## config.mk

```make
export PLATFORM = sky130hd
export DESIGN_NAME = bidirectional_pwm_motor_drive
export DESIGN_NICKNAME = d
export VERILOG_FILES = /design/src/rtl/bpmd_pkg.sv /design/src/rtl/bpmd_muldiv.sv /design/src/rtl/bpmd_pwm.sv /design/src/rtl/bidirectional_pwm_motor_drive.sv
export SDC_FILE = /design/constraint.sdc
export NUM_CORES = 1
export LEC_CHECK = 0
export ABC_AREA = 1
export BUFFER_PORTS_ARGS = -buffer_cell sky130_fd_sc_hd__buf_2
export CELL_PAD_IN_SITES_DETAIL_PLACEMENT = 1
export CELL_PAD_IN_SITES_GLOBAL_PLACEMENT = 2
export CORE_ASPECT_RATIO = 1.25
export CORE_MARGIN = 8
export CORE_UTILIZATION = 33
export CTS_CLUSTER_DIAMETER = 100
export CTS_CLUSTER_SIZE = 40
export DETAILED_ROUTE_END_ITERATION = 8
export GPL_TIMING_DRIVEN = 0
export PLACE_DENSITY_LB_ADDON = 0.1
export SKIP_CTS_REPAIR_TIMING = 1
export SYNTH_ARGS = -nofsm -noshare
export SYNTH_HDL_FRONTEND = slang
export SYNTH_SLANG_ARGS = --single-unit
```

## constraint.sdc

```tcl
create_clock -name clk -period 3.1 [get_ports clk]
set_input_delay 0.31 -clock clk [delete_from_list [all_inputs] [get_ports clk]]
set_output_delay 0.31 -clock clk [all_outputs]
set_load 0.01 [all_outputs]
```

## src/rtl/bpmd_pkg.sv

```systemverilog
// ----------------------------------------------------------------------------
// bpmd_pkg: shared types and constants for the bidirectional PWM motor drive
// Holds period, divisor and code constants plus the FSM and interface types.
// ----------------------------------------------------------------------------
package bpmd_pkg;

	// last tick count of the PWM period; the counter runs 0..PERIOD_MAX
	localparam int unsigned PERIOD_MAX = 500;
	localparam int unsigned TICK_W     = 9;
	localparam int unsigned MAG_W      = 8;
	localparam int unsigned PROD_W     = MAG_W + TICK_W;
	localparam int unsigned CNT_W      = 5;

	localparam logic [TICK_W-1:0] PERIOD_VAL = TICK_W'(PERIOD_MAX);

	// divisors of the speed mapping
	localparam logic [MAG_W-1:0] DIV_SPAN = 8'd255;
	localparam logic [MAG_W-1:0] DIV_REV  = 8'd128;
	localparam logic [MAG_W-1:0] DIV_FWD  = 8'd127;

	// input command codes
	localparam logic CMD_TICK  = 1'b0;
	localparam logic CMD_SPEED = 1'b1;

	// calibration modes
	localparam logic [1:0] MODE_SPLIT = 2'd0;
	localparam logic [1:0] MODE_REV   = 2'd1;
	localparam logic [1:0] MODE_FWD   = 2'd2;
	localparam logic [1:0] MODE_OFF   = 2'd3;

	// register indexes (paddr[3:2])
	localparam logic [1:0] REG_CAL_MODE    = 2'd0;
	localparam logic [1:0] REG_CAL_REVERSE = 2'd1;
	localparam logic [1:0] REG_CAL_FORWARD = 2'd2;

	typedef enum logic [1:0] {
		MD_IDLE,
		MD_MUL,
		MD_DIV
	} md_state_t;

	typedef enum logic [1:0] {
		ST_IDLE,
		ST_SPAN,
		ST_FINAL
	} ctl_state_t;

	// request to the serial multiply-divide unit: quot = a * b / divisor
	typedef struct packed {
		logic              start;
		logic [MAG_W-1:0]  mult_a;
		logic [TICK_W-1:0] mult_b;
		logic [MAG_W-1:0]  divisor;
	} md_req_t;

	typedef struct packed {
		logic              done;
		logic [TICK_W-1:0] quot;
	} md_rsp_t;

	typedef struct packed {
		logic              tick;
		logic              load;
		logic [TICK_W-1:0] cmp_a;
		logic [TICK_W-1:0] cmp_b;
	} pwm_ctl_t;

	typedef struct packed {
		logic              pin_a;
		logic              pin_b;
		logic [TICK_W-1:0] cmp_a;
		logic [TICK_W-1:0] cmp_b;
	} pwm_sts_t;

endpackage

```

## src/rtl/bpmd_muldiv.sv

```systemverilog
// ----------------------------------------------------------------------------
// bpmd_muldiv: bit-serial multiply then restoring divide
// Computes a * b / divisor, one multiplier bit and one quotient bit a cycle.
// ----------------------------------------------------------------------------
module bpmd_muldiv
	import bpmd_pkg::*;
(
	input  logic    clk,
	input  logic    arst_n,
	input  md_req_t req,
	output md_rsp_t rsp
);

	md_state_t state_q, state_n;

	logic [CNT_W-1:0]  cnt_q;
	logic [MAG_W-1:0]  a_q;
	logic [TICK_W-1:0] b_q;
	logic [MAG_W-1:0]  d_q;
	logic [PROD_W-1:0] p_q;
	logic [MAG_W-1:0]  r_q;
	logic              done_q;

	logic              load, mul_en, div_en, finish;
	logic              last;
	logic [TICK_W-1:0] rem_ext;
	logic [TICK_W-1:0] diff;
	logic              ge;
	logic [PROD_W-1:0] addend;

	assign last    = (cnt_q == '0);
	assign rem_ext = {r_q, p_q[PROD_W-1]};
	assign ge      = rem_ext >= {1'b0, d_q};
	assign diff    = rem_ext - {1'b0, d_q};
	assign addend  = a_q[MAG_W-1] ? PROD_W'(b_q) : '0;

	always_ff @(posedge clk or negedge arst_n) begin
		if (!arst_n) begin
			state_q <= MD_IDLE;
			done_q  <= 1'b0;
		end else begin
			state_q <= state_n;
			done_q  <= finish;
		end
	end

	always_comb begin
		state_n = state_q;
		load    = 1'b0;
		mul_en  = 1'b0;
		div_en  = 1'b0;
		finish  = 1'b0;
		unique case (state_q)
			MD_IDLE: begin
				if (req.start) begin
					load    = 1'b1;
					state_n = MD_MUL;
				end
			end
			MD_MUL: begin
				mul_en = 1'b1;
				if (last) begin
					state_n = MD_DIV;
				end
			end
			MD_DIV: begin
				div_en = 1'b1;
				if (last) begin
					finish  = 1'b1;
					state_n = MD_IDLE;
				end
			end
			default: begin
				state_n = MD_IDLE;
			end
		endcase
	end

	// datapath: shift-add multiply, then shift-subtract divide in place
	always_ff @(posedge clk) begin
		if (load) begin
			a_q   <= req.mult_a;
			b_q   <= req.mult_b;
			d_q   <= req.divisor;
			p_q   <= '0;
			cnt_q <= CNT_W'(MAG_W - 1);
		end else if (mul_en) begin
			p_q <= {p_q[PROD_W-2:0], 1'b0} + addend;
			a_q <= {a_q[MAG_W-2:0], 1'b0};
			if (last) begin
				cnt_q <= CNT_W'(PROD_W - 1);
				r_q   <= '0;
			end else begin
				cnt_q <= cnt_q - 1'b1;
			end
		end else if (div_en) begin
			r_q   <= ge ? diff[MAG_W-1:0] : rem_ext[MAG_W-1:0];
			p_q   <= {p_q[PROD_W-2:0], ge};
			cnt_q <= cnt_q - 1'b1;
		end
	end

	assign rsp.done = done_q;
	assign rsp.quot = p_q[TICK_W-1:0];

endmodule

```

## src/rtl/bpmd_pwm.sv

```systemverilog
// ----------------------------------------------------------------------------
// bpmd_pwm: period counter, compare values and the two pin levels
// Advances on a tick, takes new compare values on a load.
// ----------------------------------------------------------------------------
module bpmd_pwm
	import bpmd_pkg::*;
(
	input  logic     clk,
	input  logic     arst_n,
	input  pwm_ctl_t ctl,
	output pwm_sts_t sts
);

	logic [TICK_W-1:0] count_q;
	logic [TICK_W-1:0] cmp_a_q, cmp_b_q;
	logic              pin_a_q, pin_b_q;

	logic              wrap;
	logic [TICK_W-1:0] count_n;
	logic              pin_a_n, pin_b_n;

	always_comb begin
		wrap    = count_q >= PERIOD_VAL;
		count_n = wrap ? '0 : count_q + 1'b1;
		pin_a_n = pin_a_q;
		pin_b_n = pin_b_q;
		// clear on match, unless the compare is the full period
		if (count_n == cmp_a_q && cmp_a_q != PERIOD_VAL) begin
			pin_a_n = 1'b0;
		end
		if (count_n == cmp_b_q && cmp_b_q != PERIOD_VAL) begin
			pin_b_n = 1'b0;
		end
		// set at the wrap when the channel is driven at all
		if (wrap && cmp_a_q != '0) begin
			pin_a_n = 1'b1;
		end
		if (wrap && cmp_b_q != '0) begin
			pin_b_n = 1'b1;
		end
	end

	always_ff @(posedge clk or negedge arst_n) begin
		if (!arst_n) begin
			count_q <= '0;
			cmp_a_q <= '0;
			cmp_b_q <= '0;
			pin_a_q <= 1'b0;
			pin_b_q <= 1'b0;
		end else if (ctl.tick) begin
			count_q <= count_n;
			pin_a_q <= pin_a_n;
			pin_b_q <= pin_b_n;
		end else if (ctl.load) begin
			cmp_a_q <= ctl.cmp_a;
			cmp_b_q <= ctl.cmp_b;
		end
	end

	assign sts.pin_a = pin_a_q;
	assign sts.pin_b = pin_b_q;
	assign sts.cmp_a = cmp_a_q;
	assign sts.cmp_b = cmp_b_q;

endmodule

```

## src/rtl/bidirectional_pwm_motor_drive.sv

```systemverilog
// ----------------------------------------------------------------------------
// bidirectional_pwm_motor_drive: two-pin PWM generator for an H-bridge
// Maps a signed speed to one channel's compare value and runs the PWM.
// ----------------------------------------------------------------------------
//
//  channel  direction  handshake           payload
//  -------  ---------  ------------------  -------------------------------
//  in       sink       in_valid/in_stall   command, speed
//  out      source     out_valid/out_stall drive_a, drive_b, duty_a, duty_b
//  cfg      APB slave  psel/penable/pready paddr[3:0], pwdata, prdata
//
//  A tick transfer's result is valid in the cycle after it is taken.
//  A set-speed transfer runs the serial multiply-divide unit, a pass taking
//  8 multiplier bits, 17 quotient bits and a hand-over: one pass in modes 1
//  and 2, two in mode 0 (span, scale; none at zero speed), none in mode 3.
//  The block takes the next transfer once the result is gone or leaving.
//  Reset clears the counter, both compares, both pins and the registers.
//  Out stall holds the result; the state registers are the output register.
//
module bidirectional_pwm_motor_drive
	import bpmd_pkg::*;
(
	input  logic              clk,
	input  logic              arst_n,

	input  logic              in_valid,
	output logic              in_stall,
	input  logic              command,
	input  logic signed [7:0] speed,

	output logic              out_valid,
	input  logic              out_stall,
	output logic              drive_a,
	output logic              drive_b,
	output logic [8:0]        duty_a,
	output logic [8:0]        duty_b,

	input  logic              psel,
	input  logic              penable,
	input  logic              pwrite,
	input  logic [3:0]        paddr,
	input  logic [31:0]       pwdata,
	output logic [31:0]       prdata,
	output logic              pready
);

	// configuration registers
	logic [1:0]        cal_mode_q;
	logic signed [7:0] cal_reverse_q;
	logic signed [7:0] cal_forward_q;

	logic       cfg_write;
	logic [1:0] reg_index;

	assign pready    = 1'b1;
	assign reg_index = paddr[3:2];
	assign cfg_write = psel && penable && pwrite && pready;

	always_ff @(posedge clk or negedge arst_n) begin
		if (!arst_n) begin
			cal_mode_q    <= MODE_SPLIT;
			cal_reverse_q <= '0;
			cal_forward_q <= '0;
		end else if (cfg_write) begin
			unique case (reg_index)
				REG_CAL_MODE:    cal_mode_q    <= pwdata[1:0];
				REG_CAL_REVERSE: cal_reverse_q <= pwdata[7:0];
				REG_CAL_FORWARD: cal_forward_q <= pwdata[7:0];
				default:         ;  // beyond the register list: drop
			endcase
		end
	end

	always_comb begin
		unique case (reg_index)
			REG_CAL_MODE:    prdata = {30'd0, cal_mode_q};
			REG_CAL_REVERSE: prdata = {24'd0, cal_reverse_q};
			REG_CAL_FORWARD: prdata = {24'd0, cal_forward_q};
			default:         prdata = '0;
		endcase
	end

	// speed operands, all in 0..255 (or 1..128 for the negated speed)
	logic [8:0] speed_x, rev_x, fwd_x;
	logic [8:0] spd_rev, spd_fwd, spd_neg, span_rev, span_fwd;

	assign speed_x  = {speed[7], speed};
	assign rev_x    = {cal_reverse_q[7], cal_reverse_q};
	assign fwd_x    = {cal_forward_q[7], cal_forward_q};
	assign spd_rev  = 9'd127 - speed_x;
	assign spd_fwd  = 9'd128 + speed_x;
	assign spd_neg  = 9'd0 - speed_x;
	assign span_rev = 9'd127 - rev_x;
	assign span_fwd = 9'd128 + fwd_x;

	// sequencer
	ctl_state_t       state_q, state_n;
	logic             fwd_q, fwd_n;
	logic [MAG_W-1:0] mag_q, mag_n;
	logic             out_valid_q;
	logic             set_out;
	logic             accept;

	md_req_t  md_req;
	md_rsp_t  md_rsp;
	pwm_ctl_t pwm_ctl;
	pwm_sts_t pwm_sts;

	assign in_stall = (state_q != ST_IDLE) || (out_valid_q && out_stall);
	assign accept   = in_valid && !in_stall;

	always_ff @(posedge clk or negedge arst_n) begin
		if (!arst_n) begin
			state_q     <= ST_IDLE;
			out_valid_q <= 1'b0;
		end else begin
			state_q     <= state_n;
			// a new result only arrives once the last one has left
			out_valid_q <= set_out || (out_valid_q && out_stall);
		end
	end

	always_ff @(posedge clk) begin
		fwd_q <= fwd_n;
		mag_q <= mag_n;
	end

	always_comb begin
		state_n = state_q;
		fwd_n   = fwd_q;
		mag_n   = mag_q;
		set_out = 1'b0;
		md_req  = '0;
		pwm_ctl = '0;
		unique case (state_q)
			ST_IDLE: begin
				if (accept) begin
					if (command == CMD_TICK) begin
						pwm_ctl.tick = 1'b1;
						set_out      = 1'b1;
					end else begin
						md_req.mult_b  = PERIOD_VAL;
						md_req.divisor = DIV_SPAN;
						unique case (cal_mode_q)
							MODE_SPLIT: begin
								if (speed == '0) begin
									// zero demand: both channels off
									pwm_ctl.load = 1'b1;
									set_out      = 1'b1;
								end else if (speed[7]) begin
									md_req.start  = 1'b1;
									md_req.mult_a = span_rev[MAG_W-1:0];
									fwd_n         = 1'b0;
									mag_n         = spd_neg[MAG_W-1:0];
									state_n       = ST_SPAN;
								end else begin
									md_req.start  = 1'b1;
									md_req.mult_a = span_fwd[MAG_W-1:0];
									fwd_n         = 1'b1;
									mag_n         = speed[MAG_W-1:0];
									state_n       = ST_SPAN;
								end
							end
							MODE_REV: begin
								md_req.start  = 1'b1;
								md_req.mult_a = spd_rev[MAG_W-1:0];
								fwd_n         = 1'b0;
								state_n       = ST_FINAL;
							end
							MODE_FWD: begin
								md_req.start  = 1'b1;
								md_req.mult_a = spd_fwd[MAG_W-1:0];
								fwd_n         = 1'b1;
								state_n       = ST_FINAL;
							end
							MODE_OFF: begin
								pwm_ctl.load = 1'b1;
								set_out      = 1'b1;
							end
							default: ;
						endcase
					end
				end
			end
			ST_SPAN: begin
				// span ready: scale the speed magnitude by it
				if (md_rsp.done) begin
					md_req.start   = 1'b1;
					md_req.mult_a  = mag_q;
					md_req.mult_b  = md_rsp.quot;
					md_req.divisor = fwd_q ? DIV_FWD : DIV_REV;
					state_n        = ST_FINAL;
				end
			end
			ST_FINAL: begin
				// steer the magnitude to one channel, zero the other
				if (md_rsp.done) begin
					pwm_ctl.load  = 1'b1;
					pwm_ctl.cmp_a = fwd_q ? md_rsp.quot : '0;
					pwm_ctl.cmp_b = fwd_q ? '0 : md_rsp.quot;
					set_out       = 1'b1;
					state_n       = ST_IDLE;
				end
			end
			default: begin
				state_n = ST_IDLE;
			end
		endcase
	end

	bpmd_muldiv u_muldiv (
		.clk    (clk),
		.arst_n (arst_n),
		.req    (md_req),
		.rsp    (md_rsp)
	);

	bpmd_pwm u_pwm (
		.clk    (clk),
		.arst_n (arst_n),
		.ctl    (pwm_ctl),
		.sts    (pwm_sts)
	);

	assign out_valid = out_valid_q;
	assign drive_a   = pwm_sts.pin_a;
	assign drive_b   = pwm_sts.pin_b;
	assign duty_a    = pwm_sts.cmp_a;
	assign duty_b    = pwm_sts.cmp_b;

endmodule

```

==> metrics.txt <==
Final Setup Violations 0; first-pass GRT wire length 34400 um; # IOs 107; register area share after synthesis 41.0%; Max Buffers Root-to-Sink 2; share of cells above drive strength 1 13.2%; CP Launch Type flip-flop; slew margin rel. 36.8%; worst slack, placed 218 ps; largest family of logic cells by synthesized area simple AND/OR/NAND/NOR gates; Leak 3.88 nW; post-synthesis simple-gate area fraction 29.2%; most frequent cells in the layout 296 x nand2_1, 94 x inv_1, 91 x o21ai_0; WL/cell 15.7 um; worst-path maximum fanout 10; CTS tree done; MaxCap Viol Count 0; Peak VDD IR 311 uV; Area after DPL 0.00765 mm2; depth of the CTS H-tree 3; Worst-path clk slew 90 ps; status finished with violations; total track usage 16.3%; initial core utilization 33.5%; Synth Register Bits 111; initial DRC count 207; Pwr Total 0.00693 W; Synth Area in Compound Gates 11.7%; diodes inserted 0; Yosys Warn Count 0; Num CTS Buffers 9; die area 0.0260 mm2; Synth Flop Type dfrtp_1; DIE HEIGHT 178 um; Core Rows 59; fin nets 1098; final hold vios 8; HP Class in -> async; required time worst endpoint 3080 ps; vias in the first global route 6678; post-route setup slack 417 ps; Final min period 2680 ps; Pwr per Cell Area 871 mW/mm2; top cells by area, synth dfrtp_1 19%, nand2_1 16%, edfxtp_1 16%; worst slew pin tran 948 ps; NetSw 0.00307 W; gpl congestion 0.754; Yosys top cell area share 19.1%; average size of a mapped cell 7.49 um2; Initial DRT Pass Iterations 4; Setup TNS 0 ps; crit path capture type flip-flop; Synth cell types 46; worst skew pair latency 360 ps; Synth-to-Final Area Change 14.5%; Root Buffer clkbuf_16; Reg2Reg Setup Slack 420 ps; Async SR Flop Fraction 47.7%; count of input and output buffers 55; Synth Area in XOR/XNOR 2.27%; Int Pwr 0.00386 W; violated checks hold timing; post-DP HPWL 15700 um; DRT Wirelength 20300 um; Max Fclk 373 MHz; initial antenna violation count 0; critical path type reg -> reg; Final Core Density 38.3%; Netlist Area Pre-Place 0.00695 mm2; sw frac 44.3%; fin area 0.00795 mm2; Adder-Cell Fraction of Synth Area 5.44%; DRC errors left 0; Final Cycle Share 86.5%; most common cell after layout, fill and taps aside nand2_1; clk_skew 10.8 ps; largest net degree at the start of global routing 54; Synth Instances 928; final antenna-violating net count 0; Post-synth EDFFs 36; RSZ-0062 raised after global routing no; die width 146 um; aggregate global routing overflow 0; DR vias/cell 4.77; combinational power share 44.5%; vias 6184; Crit path arrival time 2670 ps; sequential share of power 37.6%; Pins Over Slew Limit 0; Core ar. 0.0207 mm2; clk sink count 111; multiplexer share of the synthesized area 0%; Clock power frac 17.9%; area leader, netlist dfrtp_1; Min Hold Slack -5.48 ps
worst max-delay path, cell delays in order, from the launching register on:
cell     delay, ps
dfrtp_1        440
inv_1           90
ha_1           380
inv_1          170
nand2_4         70
nand2_4         70
nand2_4         60
nand2_4         70
buf_6          150
nand2_1         60
a21oi_1        750
registers in the layout, indices dropped and copies added (netlist names):
| register | cells |
|---|---|
| u_pwm.count_q | 9 |
| u_muldiv.done_q | 1 |
| u_muldiv.a_q | 8 |
| u_muldiv.b_q | 9 |
| u_muldiv.r_q | 8 |
| u_muldiv.state_q | 2 |
| u_pwm.cmp_a_q | 9 |
| out_valid | 1 |
| u_pwm.pin_b_q | 1 |
| u_pwm.pin_a_q | 1 |
| mag_q | 8 |
| u_muldiv.cnt_q | 5 |
| state_q | 2 |
| cal_mode_q | 2 |
| fwd_q | 1 |
| cal_reverse_q | 8 |
| u_muldiv.p_q | 17 |
| cal_forward_q | 8 |
| u_muldiv.d_q | 2 |
| u_pwm.cmp_b_q | 9 |
cell type report:
class                      instances  area (um2)
sequential                       111        2850
buffer                            52         335
multi-input combinational        686        3470
clock buffer                      10         233
fill                            2654       12800
timing repair buffer              55         278
clock inverter                     6        66.3
tap                              274         343
inverter                         102         383
path summary, 6_finish.rpt:
check                                   start               end  cells past startpoint
worst min register to register  u_pwm.pin_a_q     u_pwm.pin_a_q                      2
worst max-delay path            cal_mode_q[0]   u_muldiv.r_q[0]                     10
worst max register to register  cal_mode_q[0]   u_muldiv.r_q[0]                     10
min in group clk                    pwdata[2]  cal_reverse_q[2]                      3
max in group asynchronous              arst_n  u_pwm.cmp_b_q[5]                      1
worst min-delay path                   arst_n  cal_forward_q[6]                      1
metrics by stage:
stage / cells / hold slack, ps
finish: 1296 / -5.48
floorplan: 951 / 14.4
CTS: 1296 / 197
detailed placement: 1280 / 458
global route: 1296 / 49.5
global placement: 1280 / 452
cells by family after synthesis:
group / after synthesis
other: 2
AO/OA/AOI/OAI: 150
AND/OR/NAND/NOR: 464
buffers and inverters: 154
XOR/XNOR: 18
adder cells (fa/ha/maj): 29
flip-flops: 111
routing by layer:
metal  share of wire (%)  track usage (%)  vias to the layer above
li1                    -                -                     3141
met1                  46             19.9                     2978
met2                  51             29.9                       54
met3                 1.7             1.93                       11
met4                 1.0             4.09                        0
met5                   0                0                        -
Yosys cell counts (all sizes together), types with 2 or more instances:
library cell    n
a22o            6
nor4            6
xor2           11
fa              2
o211ai          2
nand3b          2
nand2         305
a211oi          3
nand3          53
buf            35
nor2           70
a21oi          35
conb            2
o21ai          94
ha             27
nand4          18
inv            99
xnor2           7
clkbuf         17
dfrtp          53
o21a            2
dfxtp          22
nor3            8
o21bai          3
clkinv          3
edfxtp         36
o22ai           2
power groups by stage:
stage | combinational [W] | clock, W | sequential, W
6_report | 0.00308 | 0.00124 | 0.00260
3_5_place_dp | 0.00312 | 0 | 0.00264
5_1_grt | 0.00358 | 0.00132 | 0.00268
2_1_floorplan | 0.00220 | 0 | 0.00251
4_1_cts | 0.00315 | 0.00129 | 0.00262
3_3_place_gp | 0.00308 | 0 | 0.00264
(Power assumes the default switching activity.)
